`config.mk`:
```
export PLATFORM = sky130hd
export DESIGN_NAME = bb3_apb_regs
export DESIGN_NICKNAME = d
export VERILOG_FILES = /design/src/design/bb3_pkg.sv /design/src/design/bb3_apb_regs.sv
export SDC_FILE = /design/constraint.sdc
export NUM_CORES = 1
export LEC_CHECK = 0
export ABC_AREA = 1
export BUFFER_PORTS_ARGS = -buffer_cell sky130_fd_sc_hd__buf_4
export CAP_MARGIN = 20
export CORE_MARGIN = 5
export CORE_UTILIZATION = 42
export CTS_CLUSTER_DIAMETER = 100
export DETAILED_ROUTE_END_ITERATION = 12
export PLACE_DENSITY = 0.88
export REMOVE_ABC_BUFFERS = 1
export SYNTH_ARGS = -nofsm -noshare
export SYNTH_HDL_FRONTEND = slang
export SYNTH_SLANG_ARGS = --single-unit
```
`constraint.sdc`:
```
create_clock -name clk_i -period 1.1 [get_ports clk_i]
set_input_delay 0.055 -clock clk_i [delete_from_list [all_inputs] [get_ports clk_i]]
set_output_delay 0.055 -clock clk_i [all_outputs]
set_load 0.1 [all_outputs]
```
`src/design/bb3_pkg.sv`:
```
// ----------------------------------------------------------------------------
// bb3_pkg
// Shared types, widths and arithmetic helpers of the 3x3 box blur unit.
// ----------------------------------------------------------------------------
package bb3_pkg;

  localparam int ChW         = 8;
  localparam int PixW        = 3 * ChW;
  localparam int DimW        = 11;
  localparam int DataW       = 32;
  localparam int AddrW       = 3;
  localparam int WinN        = 9;
  localparam int CntW        = 4;
  localparam int RawSumW     = 12;
  localparam int SumW        = RawSumW + 1;
  localparam int RecipW      = 20;
  localparam int RecipShift  = 20;
  localparam int ProdW       = SumW + RecipW;
  localparam int MaxWidthDef  = 1024;
  localparam int MaxHeightDef = 1024;

  localparam logic [DimW-1:0] WidthRst  = DimW'(640);
  localparam logic [DimW-1:0] HeightRst = DimW'(480);

  typedef enum logic {
    REG_WIDTH  = 1'b0,
    REG_HEIGHT = 1'b1
  } reg_idx_e;

  typedef logic [PixW-1:0] pix_t;

  typedef struct packed {
    logic [DimW-1:0] width;
    logic [DimW-1:0] height;
    logic            restart;
  } cfg_t;

  typedef struct packed {
    logic top;
    logic bottom;
    logic left;
    logic right;
  } mask_t;

  function automatic logic [CntW-1:0] blk_count(input logic [1:0] rows,
                                                input logic [1:0] cols);
    logic [CntW-1:0] c;
    c = CntW'(cols);
    case (rows)
      2'd1:    return c;
      2'd2:    return c << 1;
      2'd3:    return c + (c << 1);
      default: return c;
    endcase
  endfunction

  // ceil(2^RecipShift / (2 * count)); exact floor for numerators below 2^SumW
  function automatic logic [RecipW-1:0] blk_recip(input logic [CntW-1:0] cnt);
    case (cnt)
      4'd1:    return RecipW'(524288);
      4'd2:    return RecipW'(262144);
      4'd3:    return RecipW'(174763);
      4'd4:    return RecipW'(131072);
      4'd6:    return RecipW'(87382);
      4'd9:    return RecipW'(58255);
      default: return RecipW'(524288);
    endcase
  endfunction

endpackage

```
`src/design/bb3_apb_regs.sv`:
```
// ----------------------------------------------------------------------------
// bb3_apb_regs
// APB register file holding image width and height.
// ----------------------------------------------------------------------------
module bb3_apb_regs (
  input  logic                        clk_i,
  input  logic                        rst_ni,
  input  logic                        psel,
  input  logic                        penable,
  input  logic                        pwrite,
  input  logic [bb3_pkg::AddrW-1:0]   paddr,
  input  logic [bb3_pkg::DataW-1:0]   pwdata,
  output logic [bb3_pkg::DataW-1:0]   prdata,
  output logic                        pready,
  output bb3_pkg::cfg_t               cfg_o
);
  import bb3_pkg::*;

  logic [DimW-1:0] width_q, width_d;
  logic [DimW-1:0] height_q, height_d;
  logic            wr_en;
  reg_idx_e        idx;

  assign pready = 1'b1;
  assign wr_en  = psel & penable & pwrite;
  assign idx    = reg_idx_e'(paddr[2]);

  always_comb begin
    width_d  = width_q;
    height_d = height_q;
    if (wr_en) begin
      case (idx)
        REG_WIDTH:  width_d  = pwdata[DimW-1:0];
        REG_HEIGHT: height_d = pwdata[DimW-1:0];
        default: ;
      endcase
    end
  end

  always_ff @(posedge clk_i or negedge rst_ni) begin
    if (!rst_ni) begin
      width_q  <= WidthRst;
      height_q <= HeightRst;
    end else begin
      width_q  <= width_d;
      height_q <= height_d;
    end
  end

  always_comb begin
    case (idx)
      REG_WIDTH:  prdata = DataW'(width_q);
      REG_HEIGHT: prdata = DataW'(height_q);
      default:    prdata = '0;
    endcase
  end

  assign cfg_o.width   = width_q;
  assign cfg_o.height  = height_q;
  assign cfg_o.restart = wr_en;

endmodule

```
==> flow_metrics.env <==
export IMPL_yosys_area_top_type="dfrtp_1"
export IMPL_ctsRootBufferMaster="clkbuf_4"
export IMPL_start_kind="register"
export IMPL_numCtsBuffers=3
export IMPL_place_gp_congestion=0.761
export IMPL_finalCriticalPeriod_ps=1290
export IMPL_clock_sinks=22
export IMPL_cts_buffer_depth=2
export IMPL_synth_ff_type="dfrtp_1"
export IMPL_period_share=1.17
export IMPL_required_ps=1040
export IMPL_drive_gt1_frac=0.422
export IMPL_ys_top_cells_by_area="dfrtp_1, nand2_1, buf_4"
export IMPL_crit_path_end_kind="primary output"
export IMPL_antenna_cells=0
export IMPL_max_cap_violations=0
export IMPL_seq_area_frac_synth=0.457
export IMPL_ys_ff_latch=22
export IMPL_synthToLayoutAreaGrowth_pct=71.1
export IMPL_syn_cell_area_um2=1220
export IMPL_ys_top_cells_by_count="nand2_1, buf_4, nand3_1, dfrtp_1, dfstp_2"
export IMPL_synth_distinct_cells=11
export IMPL_drtPass1Iterations=4
export IMPL_cp_arrival_ps=1240
export IMPL_die_h_um=63.9
export IMPL_cts_tree="built"
export IMPL_gr_usage_all_layers=0.183
export IMPL_skew_ps=0
export IMPL_core_rowCount=19
export IMPL_dp_hpwl_mm=2.34
export IMPL_wl_per_cell_um=14.4
export IMPL_n_fill_cell=189
export IMPL_dieArea_um2=4080
export IMPL_final_hold_viol_count=0
export IMPL_clk_latency_ps=300
export IMPL_wl_met3_um=243
export IMPL_nets=273
export IMPL_max_freq_mhz=775
export IMPL_worstSetupPathType="reg2out"
export IMPL_drcViolationCount=0
export IMPL_io_buffers=50
export IMPL_grt_max_degree=23
export IMPL_dp_slack_ps=123
export IMPL_antenna_found_initial=0
export IMPL_rsz0062_at_grt="yes"
export IMPL_ios=96
export IMPL_synth_edf_count=0
export IMPL_yosysMostFrequentCell="nand2_1"
export IMPL_overflow=0
export IMPL_powerDensity_nw_per_um2=2370
export IMPL_drv_slew=0
export IMPL_met1_length_mm=1.29
export IMPL_yosys_warnings=0
export IMPL_outcome="finished with violations"
export IMPL_fin_area_um2=2090
export IMPL_grt_pass1_wl_mm=5.90
export IMPL_p_leak_nw=1.11
export IMPL_setup_violations_final=15
export IMPL_vias=1256
export IMPL_coreArea_um2=2780
export IMPL_drt_total_wl_mm=3.79
export IMPL_route_met2_wl_mm=2.16
export IMPL_synth_top_area_frac=0.328
export IMPL_drtIter0Drc=38
export IMPL_synth_avg_cell_area_um2=7.62
export IMPL_grt_pass1_vias=1255
export IMPL_synthArstFlopShare=1.00
export IMPL_synth_cells=160
export IMPL_initial_utilization=0.439
export IMPL_setup_ws_ps=-190
export IMPL_via_per_inst=4.78
export IMPL_htree_levels=1
export IMPL_ant_nets=0
export IMPL_peakVddDrop_uv=1750
export IMPL_min_path_type="in2reg"
export IMPL_top_layer="met4"
export IMPL_critPathMaxFanout=2
export IMPL_fp_dieW_um=63.9
export IMPL_clk_pin_slew_ps=120
export IMPL_placed_area_um2=1560
export IMPL_violations="negative setup slack"
[power breakdown]
group | internal, mW | switching (mW)
sequential | 0.994 | 0.155
combinational | 0.905 | 2.45
clock | 0.202 | 0.243
total | 2.10 | 2.85
[cell usage in the layout (no fill, tap or decap)]
cell type and n:
buf_12 17, buf_4 37, buf_6 11, buf_8 2, clkbuf_4 3, clkbuf_8 1
conb_1 22, dfrtp_1 14, dfrtp_2 2, dfstp_2 6, dlygate4sd3_1 12, inv_1 1
inv_2 1, nand2_1 61, nand2_2 17, nand3_1 22, nand4_1 2, nor2_4 1
[state kept, by name (all words and copies together) (netlist names)]
register,cells
height_q,11
width_q,11
[layer usage]
layer | GRT usage | up-vias
li1 | - | 599
met1 | 0.182 | 598
met2 | 0.358 | 51
met3 | 0.0420 | 8
met4 | 0.0701 | 0
met5 | 0 | -
[final cells by class]
cell class / instances / area, um^2 / share of cell area
clock buffers: 4 / 36.3 / 0.0174
well taps: 31 / 38.8 / 0.0186
inverters: 2 / 7.51 / 0.00360
multi-input cells: 125 / 552 / 0.264
flip-flops and latches: 22 / 561 / 0.269
repair buffers: 79 / 892 / 0.427
[cells by family after synthesis]
group | count (synthesis) | synth area share
buffers and inverters | 33 | 0.187
other | 2 | 0.00616
flip-flops | 22 | 0.457
AND/OR/NAND/NOR | 103 | 0.350
[worst paths after layout]
check	slack [ps]	cells after the start	end	from
worst min-delay path	110	4	width_q[10]	paddr[2]
max in group asynchronous	660	2	width_q[9]	rst_ni
worst max register to register	150	4	width_q[7]	width_q[7]
worst min register to register	490	2	height_q[8]	height_q[8]
worst max-delay path	-190	3	prdata[7]	width_q[7]
min in group asynchronous	160	2	width_q[3]	rst_ni
[stage by stage]
step / total power [mW] / cells / utilization / hold slack (ps) / TNS (ps)
floorplan: 3.35 / 149 / - / -241 / -8230
global placement: 3.86 / 240 / 0.562 / -45.5 / 0
detailed placement: 3.89 / 240 / 0.562 / -39.9 / 0
CTS: 4.79 / 261 / 0.716 / 98.0 / -1250
global route: 5.12 / 263 / 0.750 / 110 / -2300
finish: 4.95 / 263 / 0.750 / 113 / -1370
[critical path, cell delays in order, from the launching register on]
cell and delay (ps):
dfstp_2 580, nand2_1 90, nand2_2 100, buf_12 170
[timing repair]
action / in CTS / in global routing
setup endpoints to repair: 17 / 27
buffers inserted: 5 / 2
hold buffers: 12 / 0
endpoints found under the hold margin: 41 / 0
pin swaps: 10 / 9
gates resized for setup: 61 / 24
gates cloned: 0 / 0
Power figures use the tool's default switching activity.
