[src/design/bb3_pkg.sv]
// ----------------------------------------------------------------------------
// bb3_pkg
// Shared types, widths and arithmetic helpers of the 3x3 box blur unit.
// ----------------------------------------------------------------------------
package bb3_pkg;

  localparam int ChW         = 8;
  localparam int PixW        = 3 * ChW;
  localparam int DimW        = 11;
  localparam int DataW       = 32;
  localparam int AddrW       = 3;
  localparam int WinN        = 9;
  localparam int CntW        = 4;
  localparam int RawSumW     = 12;
  localparam int SumW        = RawSumW + 1;
  localparam int RecipW      = 20;
  localparam int RecipShift  = 20;
  localparam int ProdW       = SumW + RecipW;
  localparam int MaxWidthDef  = 1024;
  localparam int MaxHeightDef = 1024;

  localparam logic [DimW-1:0] WidthRst  = DimW'(640);
  localparam logic [DimW-1:0] HeightRst = DimW'(480);

  typedef enum logic {
    REG_WIDTH  = 1'b0,
    REG_HEIGHT = 1'b1
  } reg_idx_e;

  typedef logic [PixW-1:0] pix_t;

  typedef struct packed {
    logic [DimW-1:0] width;
    logic [DimW-1:0] height;
    logic            restart;
  } cfg_t;

  typedef struct packed {
    logic top;
    logic bottom;
    logic left;
    logic right;
  } mask_t;

  function automatic logic [CntW-1:0] blk_count(input logic [1:0] rows,
                                                input logic [1:0] cols);
    logic [CntW-1:0] c;
    c = CntW'(cols);
    case (rows)
      2'd1:    return c;
      2'd2:    return c << 1;
      2'd3:    return c + (c << 1);
      default: return c;
    endcase
  endfunction

  // ceil(2^RecipShift / (2 * count)); exact floor for numerators below 2^SumW
  function automatic logic [RecipW-1:0] blk_recip(input logic [CntW-1:0] cnt);
    case (cnt)
      4'd1:    return RecipW'(524288);
      4'd2:    return RecipW'(262144);
      4'd3:    return RecipW'(174763);
      4'd4:    return RecipW'(131072);
      4'd6:    return RecipW'(87382);
      4'd9:    return RecipW'(58255);
      default: return RecipW'(524288);
    endcase
  endfunction

endpackage

[src/design/bb3_avg.sv]
// ----------------------------------------------------------------------------
// bb3_avg
// Masked 3x3 window sum per channel and rounded division by the count.
// ----------------------------------------------------------------------------
module bb3_avg (
  input  logic                                    clk_i,
  input  logic                                    start_i,
  input  bb3_pkg::pix_t [bb3_pkg::WinN-1:0]       window_i,
  input  bb3_pkg::mask_t                          mask_i,
  output logic [2:0][bb3_pkg::ChW-1:0]            avg_o
);
  import bb3_pkg::*;

  logic [2:0]                rows_ok;
  logic [2:0]                cols_ok;
  logic [1:0]                n_rows;
  logic [1:0]                n_cols;
  logic [CntW-1:0]           cnt;
  logic [2:0][RawSumW-1:0]   sum;
  logic [2:0][SumW-1:0]      num_d;
  logic [2:0][SumW-1:0]      num_q;
  logic [RecipW-1:0]         recip_q;
  logic [2:0][ProdW-1:0]     prod;

  assign rows_ok = {mask_i.bottom, 1'b1, mask_i.top};
  assign cols_ok = {mask_i.right, 1'b1, mask_i.left};
  assign n_rows  = 2'd1 + 2'(mask_i.top) + 2'(mask_i.bottom);
  assign n_cols  = 2'd1 + 2'(mask_i.left) + 2'(mask_i.right);
  assign cnt     = blk_count(n_rows, n_cols);

  always_comb begin
    logic [2:0][RawSumW-1:0] row_sum;
    for (int ch = 0; ch < 3; ch++) begin
      for (int r = 0; r < 3; r++) begin
        row_sum[r] = '0;
        for (int c = 0; c < 3; c++) begin
          if (rows_ok[r] && cols_ok[c]) begin
            row_sum[r] = row_sum[r] + RawSumW'(window_i[3*r+c][ch*ChW +: ChW]);
          end
        end
      end
      sum[ch]   = row_sum[0] + row_sum[1] + row_sum[2];
      num_d[ch] = {sum[ch], 1'b0} + SumW'(cnt);
    end
  end

  always_ff @(posedge clk_i) begin
    if (start_i) begin
      num_q   <= num_d;
      recip_q <= blk_recip(cnt);
    end
  end

  always_comb begin
    for (int ch = 0; ch < 3; ch++) begin
      prod[ch]  = ProdW'(num_q[ch]) * ProdW'(recip_q);
      avg_o[ch] = prod[ch][RecipShift +: ChW];
    end
  end

endmodule

[config.mk]
export PLATFORM = sky130hd
export DESIGN_NAME = bb3_avg
export DESIGN_NICKNAME = d
export VERILOG_FILES = /design/src/design/bb3_pkg.sv /design/src/design/bb3_avg.sv
export SDC_FILE = /design/constraint.sdc
export NUM_CORES = 2
export LEC_CHECK = 0
export BUFFER_PORTS_ARGS = -buffer_cell sky130_fd_sc_hd__buf_2
export CELL_PAD_IN_SITES_DETAIL_PLACEMENT = 1
export CELL_PAD_IN_SITES_GLOBAL_PLACEMENT = 2
export CORE_MARGIN = 3
export CORE_UTILIZATION = 43
export DETAILED_ROUTE_END_ITERATION = 12
export PLACE_DENSITY_LB_ADDON = 0.2
export SLEW_MARGIN = 0
export SYNTH_ARGS = -nofsm -noshare
export SYNTH_HDL_FRONTEND = slang
export SYNTH_SLANG_ARGS = --single-unit
[constraint.sdc]
create_clock -name clk_i -period 11.4 [get_ports clk_i]
set_input_delay 2.28 -clock clk_i [delete_from_list [all_inputs] [get_ports clk_i]]
set_output_delay 2.28 -clock clk_i [all_outputs]
set_load 0.05 [all_outputs]
==> metrics.md <==
| Metric | Value |
|---|---|
| Worst-margin pin slew | 1.05 ns |
| Site Rows | 91 |
| Area of the core | 0.0623 mm² |
| Worst Path Arrival | approximately 6.6 ns |
| Post-CTS sizing | 0 |
| Cell Area, Synth | 0.0273 mm² |
| Drt via density | 5.14 |
| Worst path depth | 19 |
| Die X | between 200 and 300 µm |
| Synth Net Count | around 4100 |
| Max-slew violation count | 0 |
| RSZ-0062 raised after global routing | no |
| Hold Path End | num_q[12] |
| Main synth FF type | edfxtp_1 |
| Req. time, crit path | slightly above 9 ns |
| # IOs | roughly 250 |
| Die H | about 260 µm |
| Multi-input gate area | between 0.02 and 0.025 mm² |
| Clock Sinks | 45 |
| Post-synthesis sequential area ratio | 0.0495 |
| Startpoint class of the critical path | register |
| Reg area | roughly 0.0014 mm² |
| Via count | 21000 |
| Post-synth EDFFs | 45 |
| Setup Buffers After CTS | 0 |
| Crit path largest cell delay | 0.65 ns |
| Critical hold path startpoint | start_i |
| Die area | 0.0665 mm² |
| Worst rel slew slack | 0.299 |
| Most common cell after layout, fill and taps aside | inv_1 |
| Syn Inst Count | 3039 |
| Syn avg cell area | 8.98 µm² |
| Initial Util | 0.438 |
| PortBufs | 245 |
| First-pass DRT Iterations | 5 |
| Gpl congestion | ~0.92 |
| Placed cell areas | 0.0294 mm² |
| GR Overflow Total | 0 |
| Routed Antenna Nets | 0 |
| Share of layout cells above drive strength 1 | 0.0904 |
| Final Hold Fails | 0 |
| H-tree Lvls | 2 |
| Endpoints failing setup | 0 |
| Vias in the first global route | 23500 |
| Routed WL per cell | between 15 and 20 µm |
| Crit path max-delay family | adder cells |
| Fmax | 112 MHz |
| Max-Cap Viols | 0 |
| Hold depth | 1 |
| Dpl ws | around 2.8 ns |
| Largest net degree at the start of global routing | 55 |
| Commonest non-fill, non-tap cells in the layout | inv_1, fa_1, ha_1, buf_2, and2_1 |
| Crit-path slowest cell | fa_1 |
| Worst hold slack | 2.72 ns |
| Area growth from synthesis to layout | 8.46% |
| Yosys reg bits | 45 |
| Clk root buf | clkbuf_16 |
| Fillers | 7421 |
| Type of the worst setup path | reg -> out |
| Global-route wire length before repair | 128 mm |
| Yosys cell types | 71 |
| Ys async rst share | 0 |
| Cts bufs inserted | 5 |
| Status | completed |
| Worst Path Buf+Inv | 4 |
| # nets final | 4320 |
| Crit path max fanout | 39 |
| Final WL | 80.1 mm |
| Most frequent CP cell | fa_1 |
| Post-layout min period | between 8 and 9 ns |
| Period utilization | 0.781 |
| DR iter-0 viols | ~940 |
| Setup WS post-layout | 2.50 ns |
| Register clock-pin slew on the reported worst setup and hold paths | around 0.06 ns |
| HP Class | in -> reg |
| Clock buffer depth | 2 |
| DP Wirelength | 72.3 mm |
| CP endpoint kind | output port |
| Initial antenna violation count | 7 |
| Finished Cell Area | about 0.030 mm² |
| Worst-path cell chain | buf_4 -> and2_1 -> fa_1 -> inv_1 -> fa_1 -> fa_1 -> fa_1 -> inv_1 -> fa_1 -> ha_1 -> a21oi_1 -> o221ai_1 -> o22ai_1 -> a211oi_1 -> o311a_4 -> o21ai_1 -> and2b_1 -> xnor2_1 -> buf_2 |
| Cts hold-fix bufs | 0 |
| Setup_tns | 0 ns |
| CTS tree | done |
| Drt drc | 0 |
| Number of synthesis warnings | 0 |
| Total GRT Usage | 0.243 |
-- worst max-delay path by stage --
stage / startpoint / endpoint / slack [ns]
after floorplan: recip_q[15] / avg_o[20] / 2.77
after global placement: recip_q[16] / avg_o[15] / 2.98
after detailed placement: mask_i[1] / num_q[12] / 2.83
after CTS: recip_q[15] / avg_o[15] / 2.54
after global routing: recip_q[15] / avg_o[15] / 2.15
final: recip_q[15] / avg_o[22] / 2.50
-- synthesized netlist by cell type (3+ instances only) --
| master | n | share of area |
|---|---|---|
| and4_1 | 3 | 0.00096 |
| a221oi_1 | 3 | 0.00096 |
| fa_1 | 504 | 0.37 |
| and3_1 | 50 | 0.011 |
| ha_1 | 353 | 0.16 |
| nor2b_1 | 33 | 0.0076 |
| a2111oi_0 | 4 | 0.0013 |
| o21a_1 | 18 | 0.0050 |
| buf_2 | 3 | 0.00055 |
| buf_1 | 7 | 0.00096 |
| nand4_1 | 6 | 0.0014 |
| o211ai_1 | 9 | 0.0025 |
| nand3_1 | 22 | 0.0040 |
| a211o_1 | 4 | 0.0013 |
| xor2_1 | 61 | 0.020 |
| mux2i_1 | 22 | 0.0081 |
| o21ai_0 | 83 | 0.015 |
| nand2_1 | 188 | 0.026 |
| a211oi_1 | 17 | 0.0047 |
| xnor2_1 | 126 | 0.040 |
| o21ai_1 | 10 | 0.0018 |
| or2_2 | 5 | 0.0011 |
| a21o_1 | 82 | 0.023 |
| inv_1 | 683 | 0.094 |
| nor3_1 | 40 | 0.0073 |
| nand2b_1 | 17 | 0.0039 |
| and2_1 | 236 | 0.054 |
| o31ai_1 | 9 | 0.0025 |
| a22oi_1 | 8 | 0.0022 |
| nor4_1 | 3 | 0.00069 |
| o21bai_1 | 19 | 0.0052 |
| a31oi_1 | 10 | 0.0023 |
| or3_1 | 6 | 0.0014 |
| edfxtp_1 | 45 | 0.050 |
| a21oi_1 | 135 | 0.025 |
| a22o_1 | 3 | 0.00096 |
| nor2_1 | 101 | 0.014 |
| mux2_2 | 10 | 0.0041 |
| nand3b_1 | 3 | 0.00083 |
| clkbuf_1 | 55 | 0.0076 |
-- state kept, by name (all words and copies together) (netlist names) --
register,flops
num_q,37
recip_q,8
-- metrics by stage --
| step | instances | util |
|---|---|---|
| 3_5_place_dp | 4071 | 0.473 |
| 3_3_place_gp | 4071 | 0.473 |
| 5_1_grt | 4081 | 0.475 |
| 4_1_cts | 4079 | 0.475 |
| 2_1_floorplan | 3039 | - |
| 6_report | 4082 | 0.475 |
-- cell families after synthesis --
| group | Yosys count | share of synthesized area |
|---|---|---|
| compound gates | 447 | 0.106 |
| simple gates | 720 | 0.137 |
| buf+inv | 749 | 0.103 |
| xor+xnor | 188 | 0.0606 |
| flops | 45 | 0.0495 |
| mux | 32 | 0.0122 |
| fa+ha+maj | 858 | 0.532 |
-- per-layer routing --
layer  vias up  wire [µm]  track usage
met3        72       2600       0.0215
met5         -         61            0
met1     10600      37300        0.341
met2       369      38400        0.412
met4         8       1620       0.0510
li1       9961          -            -
-- cell type report --
class	instances	area share
tap	837	0.0354
clock inverter	2	0.00114
multi-input combinational	2245	0.781
timing repair buffer	260	0.0452
clock buffer	6	0.00435
antenna	3	0.000254
inverter	684	0.0867
sequential	45	0.0457
Power is left out: the tool's default activity adds up to more than one toggle a clock period on the data nets, which glitch-free logic cannot reach.
